[src/rtl/core/odqkc_pkg.sv]
// ----------------------------------------------------------------------------
// odqkc_pkg: shared types and codes for the ordered deque
// Beat payloads, command and status codes, and the control word that the
// top level hands to every cell of the chain.
// ----------------------------------------------------------------------------
package odqkc_pkg;

  localparam logic [2:0] FUNC_APPEND      = 3'd0;
  localparam logic [2:0] FUNC_INSERT      = 3'd1;
  localparam logic [2:0] FUNC_CANCEL_KEY  = 3'd2;
  localparam logic [2:0] FUNC_CANCEL_HEAD = 3'd3;
  localparam logic [2:0] FUNC_LOOKUP      = 3'd4;
  localparam logic [2:0] FUNC_NEXT_AFTER  = 3'd5;

  localparam logic [1:0] STATUS_DONE      = 2'd0;
  localparam logic [1:0] STATUS_EMPTY     = 2'd1;
  localparam logic [1:0] STATUS_NOT_FOUND = 2'd2;
  localparam logic [1:0] STATUS_FULL      = 2'd3;

  typedef struct packed {
    logic [2:0]  func;
    logic [15:0] ticket_key;
    logic [15:0] customer_tag;
    logic [15:0] ride_tag;
  } in_beat_t;

  typedef struct packed {
    logic [1:0]  status;
    logic [15:0] entry_key;
    logic [15:0] entry_customer;
    logic [15:0] entry_ride;
    logic [4:0]  occupancy;
  } out_beat_t;

  typedef struct packed {
    logic [15:0] customer;
    logic [15:0] ride;
  } tags_t;

  typedef struct packed {
    logic search;     // latch the key compare in every cell
    logic head_mode;  // match on the head cell instead of the key
    logic do_append;  // load the command into the cell just past the tail
    logic do_insert;  // shift every cell one place back, load the head
    logic do_remove;  // close the gap at the first match
    logic rep_found;  // report the first matching cell
    logic rep_next;   // report the cell after the first match
  } cell_ctl_t;

endpackage

[src/rtl/core/odqkc_cell.sv]
// ----------------------------------------------------------------------------
// odqkc_cell: one position of the ordered list
// Holds one entry, compares its key with the command and hands its entry
// and the first-match flag on to its neighbours.
// ----------------------------------------------------------------------------
module odqkc_cell #(
  parameter int KEY_WIDTH = 16,
  parameter int CW        = 5,
  parameter int IDX       = 0
) (
  input  logic                      clk,
  input  odqkc_pkg::cell_ctl_t      ctl,
  input  logic [KEY_WIDTH-1:0]      cmd_key,
  input  odqkc_pkg::tags_t          cmd_tags,
  input  logic [CW-1:0]             count,
  input  logic [KEY_WIDTH-1:0]      left_key,
  input  odqkc_pkg::tags_t          left_tags,
  input  logic [KEY_WIDTH-1:0]      right_key,
  input  odqkc_pkg::tags_t          right_tags,
  input  logic                      before_in,
  output logic                      before_out,
  input  logic                      prev_hit_in,
  output logic                      hit_out,
  input  logic                      tail_in,
  output logic                      tail_out,
  input  logic [KEY_WIDTH-1:0]      rep_key_in,
  input  odqkc_pkg::tags_t          rep_tags_in,
  output logic [KEY_WIDTH-1:0]      rep_key_out,
  output odqkc_pkg::tags_t          rep_tags_out,
  output logic [KEY_WIDTH-1:0]      key_out,
  output odqkc_pkg::tags_t          tags_out
);

  logic [KEY_WIDTH-1:0] key_r;
  odqkc_pkg::tags_t     tags_r;
  logic                 match_r;
  logic                 live;
  logic                 hit;
  logic                 sel;

  assign live       = count > CW'(IDX);
  assign hit        = match_r & ~before_in;
  assign before_out = before_in | match_r;
  assign hit_out    = hit;
  assign tail_out   = tail_in | (hit & (count == CW'(IDX + 1)));

  assign sel = (ctl.rep_found & hit) | (ctl.rep_next & prev_hit_in & live);
  assign rep_key_out  = rep_key_in | (sel ? key_r : '0);
  assign rep_tags_out = rep_tags_in | (sel ? tags_r : '0);

  assign key_out  = key_r;
  assign tags_out = tags_r;

  always_ff @(posedge clk) begin
    if (ctl.search) begin
      match_r <= live && (ctl.head_mode ? (IDX == 0) : (key_r == cmd_key));
    end
    if (ctl.do_insert) begin
      key_r  <= (IDX == 0) ? cmd_key : left_key;
      tags_r <= (IDX == 0) ? cmd_tags : left_tags;
    end else if (ctl.do_append && (count == CW'(IDX))) begin
      key_r  <= cmd_key;
      tags_r <= cmd_tags;
    end else if (ctl.do_remove && before_out) begin
      // This cell sits at or behind the removed entry: pull from the right.
      key_r  <= right_key;
      tags_r <= right_tags;
    end
  end

endmodule

[src/rtl/core/ordered_deque_with_key_cancel.sv]
// ----------------------------------------------------------------------------
// ordered_deque_with_key_cancel: bounded ordered list with delete by key
// Steps: accept registers the command, the search state latches the key
//   compare in every cell and commit registers the result, held off while
//   out_stall holds the last one; the next command waits until after commit.
// Reset: rst_n (synchronous, active low) empties the list and the output;
//   the cell contents are left as they are and never read before written.
// ----------------------------------------------------------------------------
module ordered_deque_with_key_cancel #(
  parameter int LIST_DEPTH = 16,
  parameter int KEY_WIDTH  = 16
) (
  input  logic                  clk,
  input  logic                  rst_n,
  input  logic                  in_valid,
  output logic                  in_stall,
  input  odqkc_pkg::in_beat_t   in_data,
  output logic                  out_valid,
  input  logic                  out_stall,
  output odqkc_pkg::out_beat_t  out_data
);

  // The count has to hold LIST_DEPTH itself, so it is one bit wider than an
  // index would need when the depth is a power of two.
  localparam int CW = $clog2(LIST_DEPTH + 1);

  typedef enum logic [1:0] {ST_IDLE, ST_SRCH, ST_EXEC} state_t;

  state_t               state_r;
  odqkc_pkg::in_beat_t  cmd_r;
  odqkc_pkg::out_beat_t out_data_r;
  logic                 out_valid_r;
  logic [CW-1:0]        count_r;

  logic [KEY_WIDTH-1:0] cmd_key;
  odqkc_pkg::tags_t     cmd_tags;
  odqkc_pkg::cell_ctl_t ctl;
  logic                 commit;
  logic                 full;
  logic                 found;
  logic [1:0]           status;
  logic [CW-1:0]        count_nxt;

  // Chain wires: cell i reads element i and drives i+1; hit, key, tags: i.
  logic                 before_w [0:LIST_DEPTH];
  logic                 tail_w   [0:LIST_DEPTH];
  logic [KEY_WIDTH-1:0] rkey_w   [0:LIST_DEPTH];
  odqkc_pkg::tags_t     rtags_w  [0:LIST_DEPTH];
  logic                 hit_w    [0:LIST_DEPTH-1];
  logic [KEY_WIDTH-1:0] key_w    [0:LIST_DEPTH-1];
  odqkc_pkg::tags_t     tags_w   [0:LIST_DEPTH-1];

  assign in_stall  = (state_r != ST_IDLE);
  assign out_valid = out_valid_r;
  assign out_data  = out_data_r;

  // Keys keep only their low KEY_WIDTH bits inside the list.
  assign cmd_key       = KEY_WIDTH'(cmd_r.ticket_key);
  assign cmd_tags.customer = cmd_r.customer_tag;
  assign cmd_tags.ride     = cmd_r.ride_tag;

  assign full   = (count_r == CW'(LIST_DEPTH));
  assign found  = before_w[LIST_DEPTH];
  // A finished result may only go out once the previous one has been taken.
  assign commit = (state_r == ST_EXEC) && !(out_valid_r && out_stall);

  always_comb begin
    ctl.search    = (state_r == ST_SRCH);
    ctl.head_mode = (cmd_r.func == odqkc_pkg::FUNC_CANCEL_HEAD);
    ctl.do_append = commit && !full && (cmd_r.func == odqkc_pkg::FUNC_APPEND);
    ctl.do_insert = commit && !full && (cmd_r.func == odqkc_pkg::FUNC_INSERT);
    ctl.do_remove = commit && found &&
                    ((cmd_r.func == odqkc_pkg::FUNC_CANCEL_KEY) ||
                     (cmd_r.func == odqkc_pkg::FUNC_CANCEL_HEAD));
    ctl.rep_found = (cmd_r.func == odqkc_pkg::FUNC_CANCEL_KEY) ||
                    (cmd_r.func == odqkc_pkg::FUNC_CANCEL_HEAD) ||
                    (cmd_r.func == odqkc_pkg::FUNC_LOOKUP);
    ctl.rep_next  = (cmd_r.func == odqkc_pkg::FUNC_NEXT_AFTER);
  end

  // Status and the count after the command. A match can only arise inside
  // the held part of the list, so no match on an empty list is guaranteed.
  always_comb begin
    status    = odqkc_pkg::STATUS_DONE;
    count_nxt = count_r;
    case (cmd_r.func)
      odqkc_pkg::FUNC_APPEND, odqkc_pkg::FUNC_INSERT: begin
        if (full) begin
          status = odqkc_pkg::STATUS_FULL;
        end else begin
          count_nxt = count_r + CW'(1);
        end
      end
      odqkc_pkg::FUNC_CANCEL_KEY, odqkc_pkg::FUNC_CANCEL_HEAD: begin
        if (count_r == '0) begin
          status = odqkc_pkg::STATUS_EMPTY;
        end else if (!found) begin
          status = odqkc_pkg::STATUS_NOT_FOUND;
        end else begin
          count_nxt = count_r - CW'(1);
        end
      end
      odqkc_pkg::FUNC_LOOKUP, odqkc_pkg::FUNC_NEXT_AFTER: begin
        if (count_r == '0) begin
          status = odqkc_pkg::STATUS_EMPTY;
        end else if (!found) begin
          status = odqkc_pkg::STATUS_NOT_FOUND;
        end
      end
      default: begin
        status = odqkc_pkg::STATUS_DONE;
      end
    endcase
  end

  assign before_w[0] = 1'b0;
  assign tail_w[0]   = 1'b0;
  assign rkey_w[0]   = '0;
  assign rtags_w[0]  = '0;

  for (genvar i = 0; i < LIST_DEPTH; i++) begin : g_cell
    logic [KEY_WIDTH-1:0] left_key;
    odqkc_pkg::tags_t     left_tags;
    logic [KEY_WIDTH-1:0] right_key;
    odqkc_pkg::tags_t     right_tags;
    logic                 prev_hit;

    if (i == 0) begin : g_head
      // The head reports as the successor when the match sits at the tail.
      assign left_key  = '0;
      assign left_tags = '0;
      assign prev_hit  = tail_w[LIST_DEPTH];
    end else begin : g_body
      assign left_key  = key_w[i-1];
      assign left_tags = tags_w[i-1];
      assign prev_hit  = hit_w[i-1];
    end

    if (i == LIST_DEPTH - 1) begin : g_last
      assign right_key  = '0;
      assign right_tags = '0;
    end else begin : g_inner
      assign right_key  = key_w[i+1];
      assign right_tags = tags_w[i+1];
    end

    odqkc_cell #(
      .KEY_WIDTH (KEY_WIDTH),
      .CW        (CW),
      .IDX       (i)
    ) u_cell (
      .clk          (clk),
      .ctl          (ctl),
      .cmd_key      (cmd_key),
      .cmd_tags     (cmd_tags),
      .count        (count_r),
      .left_key     (left_key),
      .left_tags    (left_tags),
      .right_key    (right_key),
      .right_tags   (right_tags),
      .before_in    (before_w[i]),
      .before_out   (before_w[i+1]),
      .prev_hit_in  (prev_hit),
      .hit_out      (hit_w[i]),
      .tail_in      (tail_w[i]),
      .tail_out     (tail_w[i+1]),
      .rep_key_in   (rkey_w[i]),
      .rep_tags_in  (rtags_w[i]),
      .rep_key_out  (rkey_w[i+1]),
      .rep_tags_out (rtags_w[i+1]),
      .key_out      (key_w[i]),
      .tags_out     (tags_w[i])
    );
  end

  // Command sequencing, the held count and the output register. The report
  // chain yields zero when no cell is selected, which covers every status
  // other than done as well as append and insert.
  always_ff @(posedge clk) begin
    if (!rst_n) begin
      state_r     <= ST_IDLE;
      out_valid_r <= 1'b0;
      count_r     <= '0;
    end else begin
      case (state_r)
        ST_IDLE: begin
          if (in_valid) begin
            cmd_r   <= in_data;
            state_r <= ST_SRCH;
          end
        end
        ST_SRCH: begin
          state_r <= ST_EXEC;
        end
        ST_EXEC: begin
          if (commit) begin
            count_r                   <= count_nxt;
            out_data_r.status         <= status;
            out_data_r.entry_key      <= 16'(rkey_w[LIST_DEPTH]);
            out_data_r.entry_customer <= rtags_w[LIST_DEPTH].customer;
            out_data_r.entry_ride     <= rtags_w[LIST_DEPTH].ride;
            out_data_r.occupancy      <= 5'(count_nxt);
            state_r                   <= ST_IDLE;
          end
        end
        default: begin
          state_r <= ST_IDLE;
        end
      endcase
      out_valid_r <= (out_valid_r && out_stall) || commit;
    end
  end

endmodule
[config.mk]
export PLATFORM = sky130hd
export DESIGN_NAME = ordered_deque_with_key_cancel
export DESIGN_NICKNAME = d
export VERILOG_FILES = /design/src/rtl/core/odqkc_pkg.sv /design/src/rtl/core/odqkc_cell.sv /design/src/rtl/core/ordered_deque_with_key_cancel.sv
export SDC_FILE = /design/constraint.sdc
export NUM_CORES = 2
export LEC_CHECK = 0
export BUFFER_PORTS_ARGS = -buffer_cell sky130_fd_sc_hd__buf_2
export CAP_MARGIN = 20
export CORE_UTILIZATION = 50
export DETAILED_ROUTE_END_ITERATION = 6
export PLACE_DENSITY = 0.66
export SYNTH_ARGS = -nofsm -noshare
export SYNTH_HDL_FRONTEND = slang
export SYNTH_SLANG_ARGS = --single-unit
[constraint.sdc]
create_clock -name clk -period 6.75 [get_ports clk]
set_clock_uncertainty 0.1 [all_clocks]
set_input_delay 0.675 -clock clk [delete_from_list [all_inputs] [get_ports clk]]
set_output_delay 0.675 -clock clk [all_outputs]
set_load 0.03 [all_outputs]
# Word-level counts from Yosys, hierarchy flattened
# Index checks and enable logic that the tools add are counted.
# Widths: inputs -> output; s select.
[op_classes]
n_mux = 155
n_bitwise = 170
n_lt_le_gt_ge = 16
reduce_logical = 87
eq_ne = 41
n_addsub = 2
[op_table]
columns = ["operator", "n"]
rows = [
  ["$mux 32", 64],
  ["$mux 16", 64],
  ["$or 32x32->32", 15],
  ["$eq 16x16->1", 16],
  ["$or 16x16->16", 15],
  ["$and 1x1->1", 79],
  ["$logic_and 1x1->1", 55],
  ["$reduce_bool 3->1", 16],
  ["$or 1x1->1", 46],
  ["$eq 5x4->1 const B", 8],
  ["$gt 5x4->1 const B", 8],
  ["$eq 5x3->1 const B", 4],
  ["$gt 5x3->1 const B", 4],
  ["$mux 1", 16],
  ["$mux 5", 3],
  ["$not 1->1", 15],
  ["$eq 5x2->1 const B", 2],
  ["$gt 5x1->1 const B", 2],
  ["$gt 5x2->1 const B", 2],
  ["$mux 2", 5],
  ["$pmux 5 s2", 1],
  ["$eq 3x2->1 const B", 2],
  ["$eq 3x3->1 const B", 2],
  ["$pmux 2 s3", 1],
  ["other kinds (19)", 26],
]
[totals]
ff_bits = 898
output_inout_bits = 57
inputBits = 55

# Longest topological paths before layout
[depth]
depth_word = 37
depth_mapped = 13
ltp_nobuf = 9

# Modules after synthesis
# Synthesis repeated with hierarchy kept, for this count alone.
[hier_totals]
hier_cells = 5105
hier_area_um2 = 54053.1
[by_module_without_submodules]
columns = ["mod", "area_each_um2", "cells_per_inst", "instances"]
rows = [
  ["ordered_deque_with_key_cancel", 3997.6, 212, 1],
  ["odqkc_cell at g_cell[7].u_cell", 3279.4, 351, 1],
  ["odqkc_cell at g_cell[5].u_cell", 3241.9, 329, 1],
  ["odqkc_cell at g_cell[11].u_cell", 3216.8, 344, 1],
  ["odqkc_cell at g_cell[15].u_cell", 3215.6, 345, 1],
  ["odqkc_cell at g_cell[3].u_cell", 3199.3, 330, 1],
  ["odqkc_cell at g_cell[1].u_cell", 3184.3, 350, 1],
  ["odqkc_cell at g_cell[2].u_cell", 3138.0, 295, 1],
  ["odqkc_cell at g_cell[9].u_cell", 3135.5, 296, 1],
  ["odqkc_cell at g_cell[6].u_cell", 3114.2, 294, 1],
  ["odqkc_cell at g_cell[12].u_cell", 3113.0, 295, 1],
  ["odqkc_cell at g_cell[8].u_cell", 3109.2, 296, 1],
  ["odqkc_cell at g_cell[13].u_cell", 3106.7, 296, 1],
  ["odqkc_cell at g_cell[14].u_cell", 3101.7, 293, 1],
  ["3 more rows", "n/a", "n/a", "n/a"],
]

# Worst setup path before layout
# No wires, ideal clock.
[synth_path]
path_kind = "reg-to-reg"
from = "reg g_cell[7].u_cell.match_r"
to = "reg g_cell[0].u_cell.key_r[0], enable pin"
slack_ps = 1472
synth_period_minus_slack_ps = 5278
setup_ps = 520
t_arrival_ps = 4658
path_stages_with_launch = 7
n_path_buf = 1
path_cell_list = "edfxtp_1 clkbuf_1 nor4_1 and4b_1 nand4_1 nand3_1 o21ai_0"
[synth_via]
elab_chain_cells = 13
[synth_rtl]
columns = ["item", "line", "text"]
rows = [
  ["start: declaration", "odqkc_cell.sv:36", "logic match_r;"],
  ["start signal: assignment", "odqkc_cell.sv:56", "match_r <= live && (ctl.head_mode ? (IDX == 0) : (key_r == cmd_key));"],
  ["$or 1x1->1 (9 in a row)", "odqkc_cell.sv:43", "assign before_out = before_in | match_r;"],
  ["$logic_and 1x1->1 (2 in a row)", "ordered_deque_with_key_cancel.sv:72", "ctl.do_remove = commit && found &&"],
  ["$logic_and 1x1->1", "odqkc_cell.sv:64", "end else if (ctl.do_remove && before_out) begin"],
  ["$reduce_bool 3->1 (no source line)", "n/a", ""],
  ["end signal: assignment", "odqkc_cell.sv:59", "key_r <= (IDX == 0) ? cmd_key : left_key;"],
  ["end signal: assignment", "odqkc_cell.sv:62", "key_r <= cmd_key;"],
  ["end signal: assignment", "odqkc_cell.sv:66", "key_r <= right_key;"],
  ["end: declaration", "odqkc_cell.sv:34", "logic [KEY_WIDTH-1:0] key_r;"],
]
# Every way passes these cells.
# A chain may end at the register's enable or synchronous reset.

# Final worst setup path
[layout_path]
from = "reg count_r[1]"
to = "reg g_cell[7].u_cell.tags_r (netlist bit g_cell[7].u_cell.tags_out[18]) (data pin)"
[layout_via]
elab_chain_cells = 7
[layout_rtl]
columns = ["item", "line", "text"]
rows = [
  ["start: declaration", "ordered_deque_with_key_cancel.sv:33", "logic [CW-1:0] count_r;"],
  ["start signal: assignment", "ordered_deque_with_key_cancel.sv:197", "count_r <= count_nxt;"],
  ["$eq 5x5->1", "ordered_deque_with_key_cancel.sv:62", "assign full = (count_r == CW'(LIST_DEPTH));"],
  ["$logic_not 1->1", "ordered_deque_with_key_cancel.sv:70, ordered_deque_with_key_cancel.sv:71", ""],
  ["$logic_and 1x1->1", "ordered_deque_with_key_cancel.sv:70, ordered_deque_with_key_cancel.sv:71", ""],
  ["$logic_and 1x1->1", "ordered_deque_with_key_cancel.sv:70", "ctl.do_append = commit && !full && (cmd_r.func == odqkc_pkg::FUNC_APPEND);"],
  ["$logic_and 1x1->1", "odqkc_cell.sv:61", "end else if (ctl.do_append && (count == CW'(IDX))) begin"],
  ["$mux 32", "odqkc_cell.sv:61", ""],
  ["$mux 32 *", "odqkc_cell.sv:58", "if (ctl.do_insert) begin"],
  ["end signal: assignment", "odqkc_cell.sv:60", "tags_r <= (IDX == 0) ? cmd_tags : left_tags;"],
  ["end signal: assignment", "odqkc_cell.sv:63", "tags_r <= cmd_tags;"],
  ["end signal: assignment", "odqkc_cell.sv:67", "tags_r <= right_tags;"],
  ["end: declaration", "odqkc_cell.sv:35", "odqkc_pkg::tags_t tags_r;"],
]
# Every way passes the cells marked *; elsewhere a longest branch is shown, timed or not.

==> impl_metrics.ini <==
[min_path]
holdPathStages = 1
hp-class = primary input to flip-flop
min_to = cmd_key[1]
hold_path.startpoint = in_data[33]

[floorplan]
initial_utilization = 0.504
io_pins = 112
die_area_um2 = 102000
die_w_um = 320
die_y_um = 320
num_rows = 116
core_region_area_um2 = 100000

[setup_path]
crit_chain = inv_1, ha_1, nand4bb_1, nand3_1, nor3_2, buf_4, buf_12, o21ai_0
startpoint_type = flip-flop
worst_r2r_endpoint = g_cell[7].u_cell.tags_out[18]
rr_worst_depth = 8
r2r_slack_ns = 2.25
cp.arrival_ns = 4.76
cp.required_ns = 7.02
cp_slowest_cell = nor3_2
worst_r2r_startpoint = count_r[1]
crit_path_end_kind = flip-flop
crit_path_max_incr_delay_ns = 0.88
cp_max_fo = 289
critPathKind = flip-flop to flip-flop

[synth]
netlist_instances = 4598
synth_edf_count = 890
synth_flop_cell = edfxtp_1
syn_area_per_cell_um2 = 11.0
async_flop_share = 0
syn_nets = 4662
synth_area_um2 = 50400
ys_seq_area_frac = 0.533
synth_warnings = 0
ys_ff_latch = 898
synth_cell_types = 68

[cells_and_area]
drive_gt1_frac = 0.0951
multi_input_area_um2 = 22100
final_common_cell = edfxtp_1
post-route-util = 0.552
n_antenna_cell = 0
ff_latch_area_um2 = 26900
final_nets = 4523
areaGrowthSynthToFinish_pct = 9.45
fill_cells = 8499
layout_common_cells = 890 x edfxtp_1, 801 x nand2_1, 672 x mux2i_1, 660 x o21ai_0, 203 x a22oi_1

[clock_tree]
clkTransAtPathRegs_ns = 0.06
htree_levels = 3
cts_resized = 0
postCtsSetupBuffers = 0
cts.hold.buffers_added = 0
cts_tree = yes
clk_path_buf_depth = 3
numCtsBuffers = 100
numClockSinks = 898
clockRootBuffer = clkbuf_16
clock_latency_ns = 0.70

[place]
place_hpwl_um = 98900
gp_congestion = 0.937
io_buffers = 111

[timing]
max_freq_mhz = 222
slew_headroom = 0.159
drv_slew = 0
tightest_slew_ns = 1.26
setup_viol = 0
fin_setup_tns_ns = 0
min_period_ns = 4.50
min_period_over_period = 0.666
hold_violations = 0
grt_setup_unrepaired = no

[drt]
route.detailed.vias_per_inst = 6.65
antenna_left = 0
drt_iter0_markers = 6192
firstDrtPassIters = 7
routedWlPerCell_um = 29.2
wl_um = 170000
drc = 0
via_count = 38700

[power_and_ir_drop]
total_power_uw = 12300
vdd_drop_max_mv = 0.205
powerDensity_nw_per_um2 = 223
leakage_uw = 0.0203

[grt]
grt_pass1_wl_um = 248000
overflow = 0
antenna_found_initial = 4
grt_max_degree = 290
grt_pass1_vias = 36400
track_usage = 0.327

[run]
maxCapViolCount = 0

[outcome]
outcome = finished, final reports clean
## cell type report
cell class                      count  share of cell area
Multi-Input combinational cell   3253               0.401
Clock buffer                      124              0.0481
Tap cell                         1298              0.0294
Timing Repair Buffer              195              0.0237
Clock inverter                     51              0.0101
Sequential cell                   898               0.487
Inverter                           11            0.000771
## report_power, final
group,switching [uW],internal [uW]
logic,321,156
registers,104,6170
clock network,2350,3200
## state kept, by name, summed over array words and instances (netlist names)
| register | cells |
|---|---|
| g_cell.u_cell.match_r | 16 |
| state_r | 2 |
| count_r | 5 |
| g_cell.u_cell.key_out | 256 |
| g_cell.u_cell.tags_out | 512 |
| out_valid | 1 |
| cmd_r | 35 |
| cmd_key | 16 |
| out_data | 55 |
## worst max path at each step
| stage | from | end | slack (ns) | cells past startpoint |
|---|---|---|---|---|
| after floorplan | g_cell[7].u_cell.match_r | g_cell[0].u_cell.key_out[0] | 1.47 | 6 |
| after global routing | count_r[0] | g_cell[4].u_cell.tags_out[19] | 2.01 | 8 |
| after CTS | count_r[1] | g_cell[12].u_cell.tags_out[17] | 2.33 | 9 |
| after global placement | count_r[1] | g_cell[1].u_cell.tags_out[4] | 2.45 | 9 |
| final | count_r[1] | g_cell[7].u_cell.tags_out[18] | 2.25 | 8 |
| after detailed placement | count_r[1] | g_cell[12].u_cell.tags_out[4] | 2.37 | 9 |
## cells in the mapped netlist, types with 55 or more instances
master    count  area (um2)
a222oi_1     91         911
a22oi_1     203        1520
and3_1       55         344
buf_2        85         425
clkbuf_1    298        1120
edfxtp_1    890       26700
mux2i_1     672        6730
nand2_1     805        3020
nand3_1      82         410
o21ai_0     664        3320
xnor2_1     145        1270
xor2_1      114         998
## worst max-delay path, delay by kind of cell, from the launching register on
family                   cells  cell delay [ns]
buffers and inverters        3             1.46
AND/OR/NAND/NOR              3             1.27
flip-flops                   1             0.55
adder cells (fa/ha/maj)      1             0.28
AO/OA/AOI/OAI                1             0.26
## per-layer routing
metal  global-route usage  wire [um]
met5                    0         27
met4                0.134       7460
met3               0.0540      18000
met2                0.500      76200
met1                0.461      68700
## stage by stage
stage	std cells	cell area, um2	hold slack (ns)	setup slack (ns)
after floorplan	4598	50400	0.422	1.47
after global placement	5654	52000	0.442	2.45
after detailed placement	5654	52000	0.448	2.37
after CTS	5829	55200	0.0249	2.33
after global routing	5830	55200	0.0442	2.01
final	5830	55200	0.0510	2.25
## logic make-up after synthesis
kind of cell | after synthesis | share of synthesized area
multiplexers | 720 | 0.144
AND/OR/NAND/NOR | 1118 | 0.0965
flip-flops | 898 | 0.533
buffers and inverters | 447 | 0.0359
AO/OA/AOI/OAI | 1147 | 0.143
adder cells (fa/ha/maj) | 9 | 0.00223
XOR/XNOR | 259 | 0.0450
Power figures use the tool's default switching activity.
